==> src/design/b64d_pkg.sv <==
// Types, constants and the character decode function for the base64 stream decoder.
// Shared by the front part, the group queue, the back part and the top level.
`timescale 1ns / 1ps

package b64d_pkg;

    localparam logic [7:0] PAD_CHAR    = 8'h3D;
    localparam logic [7:0] CHAR_PLUS   = 8'h2B;
    localparam logic [7:0] CHAR_SLASH  = 8'h2F;
    localparam logic [5:0] SEXTET_PLUS  = 6'd62;
    localparam logic [5:0] SEXTET_SLASH = 6'd63;
    localparam logic [5:0] LOWER_BASE  = 6'd26;
    localparam logic [5:0] DIGIT_BASE  = 6'd52;

    // queue depth must be a power of two: pointers wrap by overflow
    localparam int QUEUE_DEPTH = 4;
    localparam int QPTR_W      = $clog2(QUEUE_DEPTH);
    localparam int QCNT_W      = QPTR_W + 1;

    localparam logic [1:0] POS_FOURTH = 2'd3;
    localparam logic [1:0] POS_THIRD  = 2'd2;

    typedef struct packed {
        logic [7:0] char_code;
        logic       end_of_message;
    } char_item_t;

    typedef struct packed {
        logic [7:0] data_byte;
        logic       is_last;
        logic       error;
    } byte_item_t;

    // one finished group or one error, as handed from front to back
    typedef struct packed {
        logic [1:0]  count;
        logic [23:0] triple;
        logic        last;
        logic        error;
    } grp_cmd_t;

    typedef struct packed {
        logic       bad;
        logic [5:0] value;
    } sextet_t;

    function automatic sextet_t sextet_of(input logic [7:0] ch);
        sextet_t s;
        s.bad   = 1'b0;
        s.value = 6'd0;
        if (ch >= 8'h41 && ch <= 8'h5A)
        begin
            s.value = 6'(ch - 8'h41);
        end
        else if (ch >= 8'h61 && ch <= 8'h7A)
        begin
            s.value = 6'(ch - 8'h61) + LOWER_BASE;
        end
        else if (ch >= 8'h30 && ch <= 8'h39)
        begin
            s.value = 6'(ch - 8'h30) + DIGIT_BASE;
        end
        else if (ch == CHAR_PLUS)
        begin
            s.value = SEXTET_PLUS;
        end
        else if (ch == CHAR_SLASH)
        begin
            s.value = SEXTET_SLASH;
        end
        else
        begin
            s.bad = 1'b1;
        end
        return s;
    endfunction

endpackage

==> src/design/base64_stream_decoder.sv <==
// A group's first byte, or an error, reaches byte_valid through the command queue and
// then the back part's output register after the character that completes it is accepted.
// Throughput: one character per cycle unless the queue is full; the back part sends one
// byte per cycle while byte_ready is high; the four-entry queue absorbs bursts of three bytes.
// Reset: rst_n low clears the group state, the queue and the output valid at once.
`timescale 1ns / 1ps

module base64_stream_decoder (
    input  logic                  clk,
    input  logic                  rst_n,
    input  logic                  char_valid,
    output logic                  char_ready,
    input  b64d_pkg::char_item_t  char_item,
    output logic                  byte_valid,
    input  logic                  byte_ready,
    output b64d_pkg::byte_item_t  byte_item
);

    logic               accept;
    logic               push;
    logic               pop;
    logic               q_not_empty;
    logic               q_full;
    b64d_pkg::grp_cmd_t push_cmd;
    b64d_pkg::grp_cmd_t head_cmd;

    assign char_ready = !q_full;
    assign accept     = char_valid && char_ready;

    b64d_front u_front (
        .clk    (clk),
        .rst_n  (rst_n),
        .accept (accept),
        .item   (char_item),
        .push   (push),
        .cmd    (push_cmd)
    );

    b64d_queue u_queue (
        .clk       (clk),
        .rst_n     (rst_n),
        .push      (push),
        .push_cmd  (push_cmd),
        .pop       (pop),
        .not_empty (q_not_empty),
        .full      (q_full),
        .head      (head_cmd)
    );

    b64d_back u_back (
        .clk        (clk),
        .rst_n      (rst_n),
        .cmd_valid  (q_not_empty),
        .cmd        (head_cmd),
        .pop        (pop),
        .byte_valid (byte_valid),
        .byte_ready (byte_ready),
        .byte_item  (byte_item)
    );

endmodule

==> src/design/b64d_front.sv <==
// Front part: accepts characters, tracks the group, and emits one queue command
// per finished group or error. Depends on b64d_pkg.
`timescale 1ns / 1ps

module b64d_front (
    input  logic                   clk,
    input  logic                   rst_n,
    input  logic                   accept,
    input  b64d_pkg::char_item_t   item,
    output logic                   push,
    output b64d_pkg::grp_cmd_t     cmd
);

    logic [1:0]  pos_reg, pos_next;
    logic [17:0] acc_reg, acc_next;
    logic        third_pad_reg, third_pad_next;
    logic        discard_reg, discard_next;

    b64d_pkg::sextet_t s;
    logic              is_pad;
    logic              eom;
    logic              fail;
    logic [5:0]        v;

    always_comb
    begin
        s      = b64d_pkg::sextet_of(item.char_code);
        is_pad = (item.char_code == b64d_pkg::PAD_CHAR);
        eom    = item.end_of_message;
        v      = s.value;
        fail   = 1'b0;

        pos_next       = pos_reg;
        acc_next       = acc_reg;
        third_pad_next = third_pad_reg;
        discard_next   = discard_reg;

        push        = 1'b0;
        cmd.count   = 2'd1;
        cmd.triple  = 24'd0;
        cmd.last    = 1'b1;
        cmd.error   = 1'b0;

        if (accept)
        begin
            if (discard_reg)
            begin
                if (eom)
                begin
                    discard_next   = 1'b0;
                    pos_next       = 2'd0;
                    acc_next       = 18'd0;
                    third_pad_next = 1'b0;
                end
            end
            else if (pos_reg < b64d_pkg::POS_THIRD)
            begin
                if (s.bad || eom)
                begin
                    fail = 1'b1;
                end
                else
                begin
                    acc_next = {acc_reg[11:0], v};
                    pos_next = pos_reg + 2'd1;
                end
            end
            else if (pos_reg == b64d_pkg::POS_THIRD)
            begin
                if (eom)
                begin
                    fail = 1'b1;
                end
                else if (is_pad)
                begin
                    third_pad_next = 1'b1;
                    acc_next       = {acc_reg[11:0], 6'd0};
                    pos_next       = b64d_pkg::POS_FOURTH;
                end
                else if (s.bad)
                begin
                    fail = 1'b1;
                end
                else
                begin
                    acc_next = {acc_reg[11:0], v};
                    pos_next = b64d_pkg::POS_FOURTH;
                end
            end
            else
            begin
                if (is_pad)
                begin
                    if (!eom)
                    begin
                        fail = 1'b1;
                    end
                end
                else if (s.bad || third_pad_reg)
                begin
                    fail = 1'b1;
                end

                if (!fail)
                begin
                    push       = 1'b1;
                    cmd.triple = {acc_reg, (is_pad ? 6'd0 : v)};
                    cmd.last   = eom;
                    cmd.error  = 1'b0;
                    if (is_pad && third_pad_reg)
                    begin
                        cmd.count = 2'd1;
                    end
                    else if (is_pad)
                    begin
                        cmd.count = 2'd2;
                    end
                    else
                    begin
                        cmd.count = 2'd3;
                    end
                    pos_next       = 2'd0;
                    acc_next       = 18'd0;
                    third_pad_next = 1'b0;
                end
            end

            if (fail)
            begin
                push           = 1'b1;
                cmd.count      = 2'd1;
                cmd.triple     = 24'd0;
                cmd.last       = 1'b1;
                cmd.error      = 1'b1;
                pos_next       = 2'd0;
                acc_next       = 18'd0;
                third_pad_next = 1'b0;
                discard_next   = !eom;
            end
        end
    end

    always_ff @(posedge clk or negedge rst_n)
    begin
        if (!rst_n)
        begin
            pos_reg       <= 2'd0;
            acc_reg       <= 18'd0;
            third_pad_reg <= 1'b0;
            discard_reg   <= 1'b0;
        end
        else
        begin
            pos_reg       <= pos_next;
            acc_reg       <= acc_next;
            third_pad_reg <= third_pad_next;
            discard_reg   <= discard_next;
        end
    end

endmodule

==> src/design/b64d_queue.sv <==
// Short queue of group commands between the front and back parts.
// Depends on b64d_pkg.
`timescale 1ns / 1ps

module b64d_queue (
    input  logic                clk,
    input  logic                rst_n,
    input  logic                push,
    input  b64d_pkg::grp_cmd_t  push_cmd,
    input  logic                pop,
    output logic                not_empty,
    output logic                full,
    output b64d_pkg::grp_cmd_t  head
);

    b64d_pkg::grp_cmd_t                   slots_reg [b64d_pkg::QUEUE_DEPTH];
    logic [b64d_pkg::QPTR_W-1:0]          wr_ptr_reg, wr_ptr_next;
    logic [b64d_pkg::QPTR_W-1:0]          rd_ptr_reg, rd_ptr_next;
    logic [b64d_pkg::QCNT_W-1:0]          count_reg, count_next;

    assign not_empty = (count_reg != '0);
    assign full      = (count_reg == b64d_pkg::QCNT_W'(b64d_pkg::QUEUE_DEPTH));
    assign head      = slots_reg[rd_ptr_reg];

    always_comb
    begin
        wr_ptr_next = push ? wr_ptr_reg + 1'b1 : wr_ptr_reg;
        rd_ptr_next = pop ? rd_ptr_reg + 1'b1 : rd_ptr_reg;
        count_next  = count_reg;
        if (push && !pop)
        begin
            count_next = count_reg + 1'b1;
        end
        else if (pop && !push)
        begin
            count_next = count_reg - 1'b1;
        end
    end

    always_ff @(posedge clk)
    begin
        if (push)
        begin
            slots_reg[wr_ptr_reg] <= push_cmd;
        end
    end

    always_ff @(posedge clk or negedge rst_n)
    begin
        if (!rst_n)
        begin
            wr_ptr_reg <= '0;
            rd_ptr_reg <= '0;
            count_reg  <= '0;
        end
        else
        begin
            wr_ptr_reg <= wr_ptr_next;
            rd_ptr_reg <= rd_ptr_next;
            count_reg  <= count_next;
        end
    end

endmodule

==> src/design/b64d_back.sv <==
// Back part: splits each queued command into result items, one a cycle unless
// byte_ready stalls, through an output register. Depends on b64d_pkg.
`timescale 1ns / 1ps

module b64d_back (
    input  logic                clk,
    input  logic                rst_n,
    input  logic                cmd_valid,
    input  b64d_pkg::grp_cmd_t  cmd,
    output logic                pop,
    output logic                byte_valid,
    input  logic                byte_ready,
    output b64d_pkg::byte_item_t byte_item
);

    b64d_pkg::byte_item_t out_reg, out_next;
    logic                 out_valid_reg, out_valid_next;
    logic [1:0]           idx_reg, idx_next;
    logic                 load;
    logic                 final_byte;

    assign byte_valid = out_valid_reg;
    assign byte_item  = out_reg;

    always_comb
    begin
        load           = !out_valid_reg || byte_ready;
        final_byte     = (idx_reg == (cmd.count - 2'd1));
        out_next       = out_reg;
        out_valid_next = out_valid_reg;
        idx_next       = idx_reg;
        pop            = 1'b0;

        if (load)
        begin
            out_valid_next = cmd_valid;
            if (cmd_valid)
            begin
                case (idx_reg)
                    2'd0:    out_next.data_byte = cmd.triple[23:16];
                    2'd1:    out_next.data_byte = cmd.triple[15:8];
                    default: out_next.data_byte = cmd.triple[7:0];
                endcase
                out_next.is_last = final_byte && cmd.last;
                out_next.error   = cmd.error;
                if (final_byte)
                begin
                    pop      = 1'b1;
                    idx_next = 2'd0;
                end
                else
                begin
                    idx_next = idx_reg + 2'd1;
                end
            end
        end
    end

    always_ff @(posedge clk)
    begin
        out_reg <= out_next;
    end

    always_ff @(posedge clk or negedge rst_n)
    begin
        if (!rst_n)
        begin
            out_valid_reg <= 1'b0;
            idx_reg       <= 2'd0;
        end
        else
        begin
            out_valid_reg <= out_valid_next;
            idx_reg       <= idx_next;
        end
    end

endmodule

==> config.mk <==
export PLATFORM = sky130hd
export DESIGN_NAME = base64_stream_decoder
export DESIGN_NICKNAME = d
export VERILOG_FILES = /design/src/design/b64d_pkg.sv /design/src/design/base64_stream_decoder.sv /design/src/design/b64d_front.sv /design/src/design/b64d_queue.sv /design/src/design/b64d_back.sv
export SDC_FILE = /design/constraint.sdc
export NUM_CORES = 1
export LEC_CHECK = 0
export BUFFER_PORTS_ARGS = -buffer_cell sky130_fd_sc_hd__buf_2
export CORE_MARGIN = 2
export CORE_UTILIZATION = 56
export CTS_CLUSTER_SIZE = 10
export DETAILED_ROUTE_END_ITERATION = 10
export PLACE_DENSITY = 0.76
export SYNTH_ARGS = -nofsm -noshare
export SYNTH_HDL_FRONTEND = slang
export SYNTH_SLANG_ARGS = --single-unit
==> constraint.sdc <==
create_clock -name clk -period 2.7 [get_ports clk]
set_input_delay 0.27 -clock clk [delete_from_list [all_inputs] [get_ports clk]]
set_output_delay 0.27 -clock clk [all_outputs]
set_load 0.05 [all_outputs]
==> flow_summary.yaml, run 1 <==
synth:
  synth.yosys.seq_area_share_pct: 65.19
  yosys.area.top_type_share_pct: 53.50
  synth_cells: 444
  synth_area_leaders: "edfxtp_1 (53%), dfrtp_1 (12%), mux4_2 (9.2%)"
  ys_types: 59
  yosys_most_used_dff: "edfxtp_1"
  syn-num-nets: 477
  synth_common_cells: "edfxtp_1 (122), dfrtp_1 (32), mux4_2 (28)"
  yosysMostFrequentCell: "edfxtp_1"
  synth_seq_cells: 154
  avgSynthCellArea_um2: 15.42
  synth.largest_area_cell: "edfxtp_1"
  async_flop_share_pct: 20.78
  synth_edf_count: 122
  ys_warn_count: 0
  syn-cell-area_um2: 6848
global_route:
  gr-usage-all-layers_pct: 22.04
  overflow: 0
  grt_pass1_vias: 4143
  grt_pass1_wl_um: 21310
  grt_antenna_before_repair: 0
  grt_max_degree: 33
pwr:
  power_switching_mw: 2.329
  seqPwrFrac_pct: 39.2
  power.density_nw_per_um2: 964.1
  leakagePower_nw: 3.104
  p_total_mw: 7.838
  netSwitchingFraction_pct: 29.71
  p_clk_share_pct: 32.6
  vdd_drop_max_uv: 493.3
  combPwrFrac_pct: 28.2
  intPower_mw: 5.510
cts:
  worstSkewPairLatency_ns: 0.42
  cts.sinks: 154
  clk_pin_slew_ns: 0.06
  cts_tree: "yes"
  clockBufferDepth: 2
  cts_buffers: 17
  post_cts_buffers: 0
  cts-root-buf: "clkbuf_16"
  h-tree-depth: 4
timing:
  fin_skew_ns: 0.01492
  worst_slew_pin_slew_ns: 0.7944
  final.period_utilization_pct: 97.87
  setup_slack_ns: 0.05759
  final-hold-violation-count: 0
  hold_slack_ns: 0.06845
  fmax_ghz: 0.3784
  fin_setup_tns_ns: 0
  slew_violations: 0
  setup_viol_count_final: 0
  maxSlewHeadroom_pct: 47.04
  min_period_ns: 2.642
route:
  vias: 3949
  routed_via_density: 5.929
  detailedRoute.firstPassIterationCount: 4
  detail_route.iter0.violations: 434
  antenna_left: 0
  route.detailed.drc: 0
  drt_wl_total_um: 13240
  avgRoutedWirePerCell_um: 19.88
floorplan:
  start_util_pct: 57.25
  pin_count: 25
  die-area_um2: 13130
  fp.dieH_um: 114.6
  die_w_um: 114.6
  core-area_um2: 11960
  num_rows: 40
setup_path:
  reg2reg_from: "u_queue.rd_ptr_reg[0]$_DFFE_PN0P_"
  critical_path_arrival_ns: 2.99
  path_class: "reg2reg"
  path_max_fanout: 3
  crit_path_end_kind: "register"
  setup.worst_path.start: "u_queue.rd_ptr_reg[0]$_DFFE_PN0P_"
  worstPathRequired_ns: 3.05
  cp-start-kind: "register"
cells_and_area:
  layout.cells.non_filler: 666
  drive_gt1_share_pct: 29.09
  nets: 539
  antenna_cells: 0
  largest_reg_flops: 112
  area_growth_pct: 18.73
  fillerInstances: 799
outcome:
  status: "completed"
worst_hold_path:
  hp-class: "in2reg"
  hp-start: "byte_ready"
run:
  cap_violations: 0
placed_design:
  port_buffers: 24
  place.gp.congestion: 0.8790
  pre_cts_ws_ns: -0.08813
  dp_hpwl_um: 8603
  dp.cells: 633
-- power by group through the flow --
stage | registers (mW) | clock network (mW) | logic [mW]
after floorplan | 3.37 | 0 | 1.32
after global placement | 3.10 | 0 | 2.15
after detailed placement | 3.12 | 0 | 2.18
after CTS | 3.08 | 2.60 | 2.19
after global routing | 3.10 | 2.71 | 2.39
final | 3.07 | 2.56 | 2.21
-- per-layer routing --
metal  global-route usage (%)  vias up  part of all wire (%)
li1                         -     1832                     -
met1                    29.30     1995                    43
met2                    35.58      103                    51
met3                    4.394       19                   4.3
met4                    9.756        0                   1.7
met5                        0        -                     0
-- critical path, stage by stage, from the launching register on --
cell      delay [ns]
dfrtp_2         0.39
mux4_2          0.54
xnor2_2         0.21
nor2_1          0.09
a21oi_2         0.15
nand2b_4        0.17
ha_2            0.18
inv_1           0.05
fa_1            0.37
xor2_1          0.17
nor2_1          0.11
xor2_1          0.14
-- final timing paths --
path / end / slack, ns / cells after the start
min in group asynchronous: u_queue.count_reg[2]$_DFFE_PN0P_ / 0.48 / 2
worst min register to register: u_queue.count_reg[2]$_DFFE_PN0P_ / 0.49 / 1
worst max register to register: u_queue.count_reg[2]$_DFFE_PN0P_ / 0.06 / 11
worst min-delay path: u_back.byte_valid$_DFFE_PN0P_ / 0.07 / 2
max in group asynchronous: u_queue.rd_ptr_reg[0]$_DFFE_PN0P_ / 1.69 / 2
worst max-delay path: u_queue.count_reg[2]$_DFFE_PN0P_ / 0.06 / 11
-- cell families (layout without fill, tap and decap cells) --
logic type | after synthesis | count (layout) | synth area share, %
muxes | 32 | 32 | 9.830
xor gates and xnor gates | 13 | 13 | 1.663
DFF | 154 | 154 | 65.19
AOI/OAI and AO/OA | 88 | 88 | 9.538
and+or+nand+nor | 92 | 92 | 7.144
adders and majority gates | 20 | 20 | 3.764
buffers and inverters | 45 | 120 | 2.868
-- layout by cell type (no fill, tap or decap), types with 3 or more instances in the layout --
cell	instances
a21oi_1	10
nand3_1	8
edfxtp_1	122
buf_12	3
o21ai_1	3
buf_2	24
clkbuf_16	20
xnor2_1	7
a22oi_1	12
and2_1	19
nor2_1	17
xor2_1	5
and2_2	4
mux4_2	28
inv_4	4
ha_1	16
a22o_1	13
o21ai_0	21
dfrtp_1	31
nand2b_1	3
nor2_2	4
nor2b_1	3
o2bb2ai_1	5
bufinv_16	3
buf_4	36
nand2_1	15
inv_1	22
-- cell type report --
| cell class | instances | area (um^2) | area share (%) |
|---|---|---|---|
| Clock inverter | 8 | 122.6 | 1.508 |
| Inverter | 24 | 92.59 | 1.139 |
| Tap cell | 147 | 183.9 | 2.262 |
| Clock buffer | 24 | 535.5 | 6.587 |
| Timing Repair Buffer | 64 | 460.4 | 5.663 |
| Sequential cell | 154 | 4466 | 54.92 |
| Multi-Input combinational cell | 245 | 2270 | 27.92 |
-- per-stage QoR --
step	cell area [um^2]	utilization, %
4_1_cts	8099	67.71
3_3_place_gp	7431	62.12
6_report	8130	67.97
5_1_grt	8130	67.97
2_1_floorplan	6902	-
3_5_place_dp	7431	62.12
-- timing repair --
| action | 4_1_cts | 5_1_grt |
|---|---|---|
| endpoints found under the setup margin | 0 | 31 |
| hold endpoints to repair | 32 | 0 |
| hold buffers | 1 | 0 |
| resized for setup | 0 | 8 |
No activity file was read; power rests on OpenSTA's default activity.
==> run 2: changes to the inputs <==
Settings changed: CELL_PAD_IN_SITES_DETAIL_PLACEMENT set to 0, CELL_PAD_IN_SITES_GLOBAL_PLACEMENT set to 1, CORE_UTILIZATION 56 to 47, CTS_CLUSTER_SIZE 10 to not set, PLACE_DENSITY 0.76 to not set, PLACE_DENSITY_LB_ADDON set to 0.1.
==> run 2 against run 1 <==
  * Critical path depth down 2
  * Global-route usage down 3.4 points
  * Clock power about the same
  * Critical endpoint is now u_queue.slots_reg[0][3]$_DFFE_PP_
  * Sequential power about the same
  * First-iteration DRC count down 45%
  * Sequential share of layout area down 0.79 points
  * Worst setup slack better by 0.11 ns
  * Cell area up 1.5%
==> flow_summary.yaml, run 2 (same netlist as run 1, synthesis figures left out) <==
cts:
  cts.sinks: 154
  worstSkewPairLatency_ns: 0.42
  cts_buffers: 17
  clk_pin_slew_ns: 0.06
  cts-root-buf: "clkbuf_16"
  h-tree-depth: 4
  cts_tree: "yes"
  clockBufferDepth: 2
route:
  vias: 3802
  drt_wl_total_um: 13430
  routed_via_density: 5.355
  antenna_left: 0
  avgRoutedWirePerCell_um: 18.91
  detail_route.iter0.violations: 239
  detailedRoute.firstPassIterationCount: 4
  route.detailed.drc: 0
timing:
  slew_violations: 0
  setup_viol_count_final: 0
  fin_skew_ns: 0.009606
  min_period_ns: 2.536
  final-hold-violation-count: 0
  fmax_ghz: 0.3943
  maxSlewHeadroom_pct: 46.00
  hold_slack_ns: 0.07117
  rsz0062_at_grt: "no"
  worst_slew_pin_slew_ns: 0.8100
  final.period_utilization_pct: 93.94
  setup_slack_ns: 0.1636
setup_path:
  path_max_fanout: 7
  cp.buffers_inverters: 1
  max_stage_delay_ns: 0.39
  crit_chain: "inv_1 > ha_1 > nand2b_1 > mux2i_1 > o31ai_4 > a21o_1 > a211oi_4 > nand2_1 > nor2_1"
  critical_path_arrival_ns: 2.74
  cp-start-kind: "register"
  crit_path_end_kind: "register"
  worstPathRequired_ns: 2.91
  path_class: "reg2reg"
  crit_family: "simple AND/OR/NAND/NOR gates"
  critPathSlowestCell: "dfrtp_1"
pwr:
  power.density_nw_per_um2: 956.4
  seqPwrFrac_pct: 38.8
  vdd_drop_max_uv: 402.8
  combPwrFrac_pct: 28.8
  power_switching_mw: 2.324
  intPower_mw: 5.566
  p_clk_share_pct: 32.4
  leakagePower_nw: 3.139
  netSwitchingFraction_pct: 29.46
cells_and_area:
  layout_commonest_cell: "edfxtp_1"
  drive_gt1_share_pct: 29.47
  final_area_um2: 8249
  area_growth_pct: 20.46
  largest_reg_flops: 112
  antenna_cells: 0
  layout_common_cells: "edfxtp_1 (122), buf_4 (40), dfrtp_1 (31)"
  fillerInstances: 1147
  nets: 546
placed_design:
  place.gp.congestion: 0.8707
  pre_cts_ws_ns: -0.07220
  dp_hpwl_um: 9087
  dpl-instance-area_um2: 7560
  port_buffers: 24
global_route:
  gr-usage-all-layers_pct: 18.69
  grt_antenna_before_repair: 0
  grt_max_degree: 33
  grt_pass1_vias: 4064
  overflow: 0
  grt_pass1_wl_um: 21960
floorplan:
  core-area_um2: 14370
  fp.dieH_um: 124.7
  start_util_pct: 47.66
  num_rows: 44
  die-area_um2: 15550
  pin_count: 25
  die_w_um: 124.7
outcome:
  status: "completed"
run:
  cap_violations: 0
worst_hold_path:
  hp-class: "in2reg"
## run 2: cell types whose count changed in the layout (fill, tap and decap cells not counted), sizes merged
cell,change
clkinv,+4
clkbuf,-5
bufinv,+2
buf,+7
inv,-3
clkinvlp,+2
## run 2: cell type report
type | instances | area, um^2 | area share [%]
flip-flops and latches | 154 | 4466 | 54.13
multi-input cells | 245 | 2260 | 27.39
repair buffers | 71 | 550.5 | 6.674
clock buffers | 19 | 452.9 | 5.491
well taps | 184 | 230.2 | 2.791
clock inverters | 13 | 197.7 | 2.396
inverters | 24 | 92.59 | 1.122
## run 2: metal layers
| layer | GRT usage [%] | part of all wire [%] |
|---|---|---|
| met1 | 23.18 | 44 |
| met2 | 31.89 | 52 |
| met3 | 5.369 | 3.0 |
| met4 | 5.750 | 1.1 |
| met5 | 0 | 0 |
## run 2: path summary, 6_finish.rpt
check / startpoint / to / slack [ns] / cells past startpoint
min in group asynchronous: rst_n / u_queue.count_reg[2]$_DFFE_PN0P_ / 0.49 / 2
hold / removal: byte_ready / u_back.byte_valid$_DFFE_PN0P_ / 0.07 / 2
setup / recovery: u_front.pos_reg[0]$_DFFE_PN0P_ / u_queue.slots_reg[0][3]$_DFFE_PP_ / 0.16 / 9
setup reg to reg: u_front.pos_reg[0]$_DFFE_PN0P_ / u_queue.slots_reg[0][3]$_DFFE_PP_ / 0.16 / 9
hold reg to reg: u_queue.count_reg[2]$_DFFE_PN0P_ / u_queue.count_reg[2]$_DFFE_PN0P_ / 0.49 / 1
max in group asynchronous: rst_n / u_queue.rd_ptr_reg[0]$_DFFE_PN0P_ / 1.66 / 2
## run 2: what timing repair did
action	4_1_cts	5_1_grt
hold endpoints to repair	32	0
hold buffers	1	0
setup buffers	0	1
resized for setup	0	4
setup endpoints to repair	0	6
## run 2: power groups by stage
stage	registers (mW)	logic, mW	clock network (mW)
2_1_floorplan	3.37	1.32	0
3_3_place_gp	3.11	2.25	0
3_5_place_dp	3.12	2.26	0
4_1_cts	3.08	2.27	2.61
5_1_grt	3.10	2.50	2.71
6_report	3.06	2.27	2.55
## run 2: through the flow
stage               utilization, %  setup TNS [ns]  instances  power (mW)
floorplan                        -               0        444       4.694
global placement             52.61               0        676       5.364
detailed placement           52.61         -0.3539        676       5.383
CTS                          57.21               0        709       7.954
global route                 57.41               0        710       8.312
finish                       57.41               0        710       7.890
==> run 3: changes to the inputs <==
Settings changed: CORE_UTILIZATION 47 to 52.
Clock period 2.7 ns to 2.9 ns, I/O delays scaled along.
==> run 3 against run 2 <==
  * Clock power decreased by 21%
  * Critical path type unchanged
  * Hold slack got worse by 0.011 ns
  * Critical path depth is 2 higher
  * Largest cell class unchanged
  * Wire length decreased by 2.3%
  * Sequential power shrank 6%
  * Cell area decreased by 4.2%
  * Combinational power shrank 9.7%
  * Largest power group unchanged
==> flow_summary.yaml, run 3 (same netlist as run 1, synthesis figures left out) <==
run:
  cap_violations: 0
cts:
  cts-root-buf: "clkbuf_16"
  cts_tree: "yes"
  clk_pin_slew_ns: 0.06
  worstSkewPairLatency_ns: 0.42
  cts_buffers: 17
  h-tree-depth: 4
  clockBufferDepth: 2
  cts.sinks: 154
cells_and_area:
  antenna_cells: 0
  nets: 528
  layout.cells.non_filler: 680
  area_growth_pct: 15.40
  layout_common_cells: "edfxtp_1 (122), dfrtp_1 (31), mux4_2 (28)"
  drive_gt1_share_pct: 25.98
  fillerInstances: 995
  fin_util_pct: 62.12
  layout_commonest_cell: "edfxtp_1"
  largest_reg_flops: 112
pwr:
  combPwrFrac_pct: 29.6
  leakagePower_nw: 2.975
  power.density_nw_per_um2: 878.1
  vdd_drop_max_uv: 475.8
  seqPwrFrac_pct: 41.3
  intPower_mw: 4.670
  p_clk_share_pct: 29.1
  power_switching_mw: 2.270
  netSwitchingFraction_pct: 32.71
worst_hold_path:
  hp-class: "in2reg"
  hold_end: "u_back.byte_valid$_DFFE_PN0P_"
  hp-start: "byte_ready"
  whs_path_depth: 2
global_route:
  grt_antenna_before_repair: 0
  overflow: 0
  grt_pass1_vias: 3916
  gr-usage-all-layers_pct: 20.23
  grt_pass1_wl_um: 21380
  grt_max_degree: 33
setup_path:
  max_stage_delay_ns: 0.54
  path_class: "reg2reg"
  worstPathRequired_ns: 3.24
  worst-path-stages: 11
  crit_path_end_kind: "register"
  r2r-end: "u_queue.count_reg[2]$_DFFE_PN0P_"
  cp.buffers_inverters: 1
  path_max_fanout: 4
  reg2reg_from: "u_queue.rd_ptr_reg[0]$_DFFE_PN0P_"
  cp-start-kind: "register"
  r2r_slack_ns: 0.21
  crit_family: "adder cells"
  reg2regPathDepth: 11
  critPathSlowestCell: "mux4_2"
  critical_path_arrival_ns: 3.03
  crit_chain: "mux4_2 > xnor2_2 > nor2_1 > a21oi_2 > nand2b_1 > ha_1 > inv_1 > fa_1 > xor2_1 > nor2_1 > xor2_1"
placed_design:
  pre_cts_ws_ns: -0.07319
  dp_hpwl_um: 8616
  place.gp.congestion: 0.8307
  dp.cells: 647
  port_buffers: 24
route:
  drt_wl_total_um: 13120
  route.detailed.drc: 0
  vias: 3839
  routed_via_density: 5.646
  antenna_left: 0
  detailedRoute.firstPassIterationCount: 5
  avgRoutedWirePerCell_um: 19.29
  detail_route.iter0.violations: 309
floorplan:
  start_util_pct: 53.83
  pin_count: 25
  core-area_um2: 12720
  die-area_um2: 14100
  num_rows: 41
  fp.dieH_um: 118.8
  die_w_um: 118.8
timing:
  fmax_ghz: 0.3715
  worst_slew_pin_slew_ns: 0.7900
  min_period_ns: 2.692
  setup_viol_count_final: 0
  hold_slack_ns: 0.06054
  fin_setup_tns_ns: 0
  rsz0062_at_grt: "no"
  final.period_utilization_pct: 92.83
  maxSlewHeadroom_pct: 47.33
  fin_skew_ns: 0.01682
  slew_violations: 0
  final-hold-violation-count: 0
  setup_slack_ns: 0.2079
outcome:
  status: "completed"
[run 3: cell count changes in the layout (fill, tap and decap cells not counted), sizes merged]
cell and delta:
bufinv -5, clkinvlp +2, inv +4, clkbuf -1, buf -18
[run 3: layer usage]
| metal | wire length [um] | global-route usage [%] | vias up | share of wire [%] |
|---|---|---|---|---|
| met4 | 142 | 6.473 | 0 | 1.1 |
| met3 | 491 | 4.392 | 8 | 3.7 |
| li1 | - | - | 1797 | - |
| met5 | 0 | 0 | - | 0 |
| met1 | 5903 | 28.30 | 1957 | 45 |
| met2 | 6583 | 31.93 | 77 | 50 |
[run 3: layout make-up]
type / instances / area, um^2 / area share [%]
flip-flops and latches: 154 / 4466 / 56.51
multi-input cells: 245 / 2223 / 28.13
clock buffers: 18 / 439.2 / 5.557
repair buffers: 53 / 352.8 / 4.465
well taps: 172 / 215.2 / 2.723
clock inverters: 14 / 116.4 / 1.472
inverters: 24 / 90.09 / 1.140
[run 3: power by group through the flow]
| stage | Clock (mW) | Sequential (mW) | Combinational (mW) |
|---|---|---|---|
| after floorplan | 0 | 3.14 | 1.22 |
| after global placement | 0 | 2.90 | 2.04 |
| after detailed placement | 0 | 2.91 | 2.05 |
| after CTS | 2.05 | 2.87 | 2.06 |
| after global routing | 2.14 | 2.90 | 2.23 |
| final | 2.02 | 2.87 | 2.05 |
[run 3: through the flow]
| stage | power, mW | area, um^2 |
|---|---|---|
| 2_1_floorplan | 4.364 | 6873 |
| 3_3_place_gp | 4.945 | 7326 |
| 3_5_place_dp | 4.966 | 7326 |
| 4_1_cts | 6.983 | 7891 |
| 5_1_grt | 7.274 | 7903 |
| 6_report | 6.940 | 7903 |
[run 3: timing repair]
item                                    in CTS  in global routing
buffers inserted                             0                  0
endpoints found under the setup margin       0                  1
resized for setup                            0                  2
endpoints found under the hold margin       32                  0
hold buffers                                 1                  0
[run 3: worst max-delay path by stage]
stage                                         to  slack [ns]                               from
6_report        u_queue.count_reg[2]$_DFFE_PN0P_        0.21  u_queue.rd_ptr_reg[0]$_DFFE_PN0P_
5_1_grt        u_queue.slots_reg[3][4]$_DFFE_PP_        0.02     u_front.pos_reg[0]$_DFFE_PN0P_
4_1_cts         u_queue.count_reg[2]$_DFFE_PN0P_        0.11  u_queue.rd_ptr_reg[0]$_DFFE_PN0P_
3_5_place_dp    u_queue.count_reg[2]$_DFFE_PN0P_       -0.07                       char_item[3]
3_3_place_gp    u_queue.count_reg[1]$_DFFE_PN0P_        0.01                       char_item[1]
2_1_floorplan   u_queue.count_reg[2]$_DFFE_PN0P_        0.01                       char_item[3]
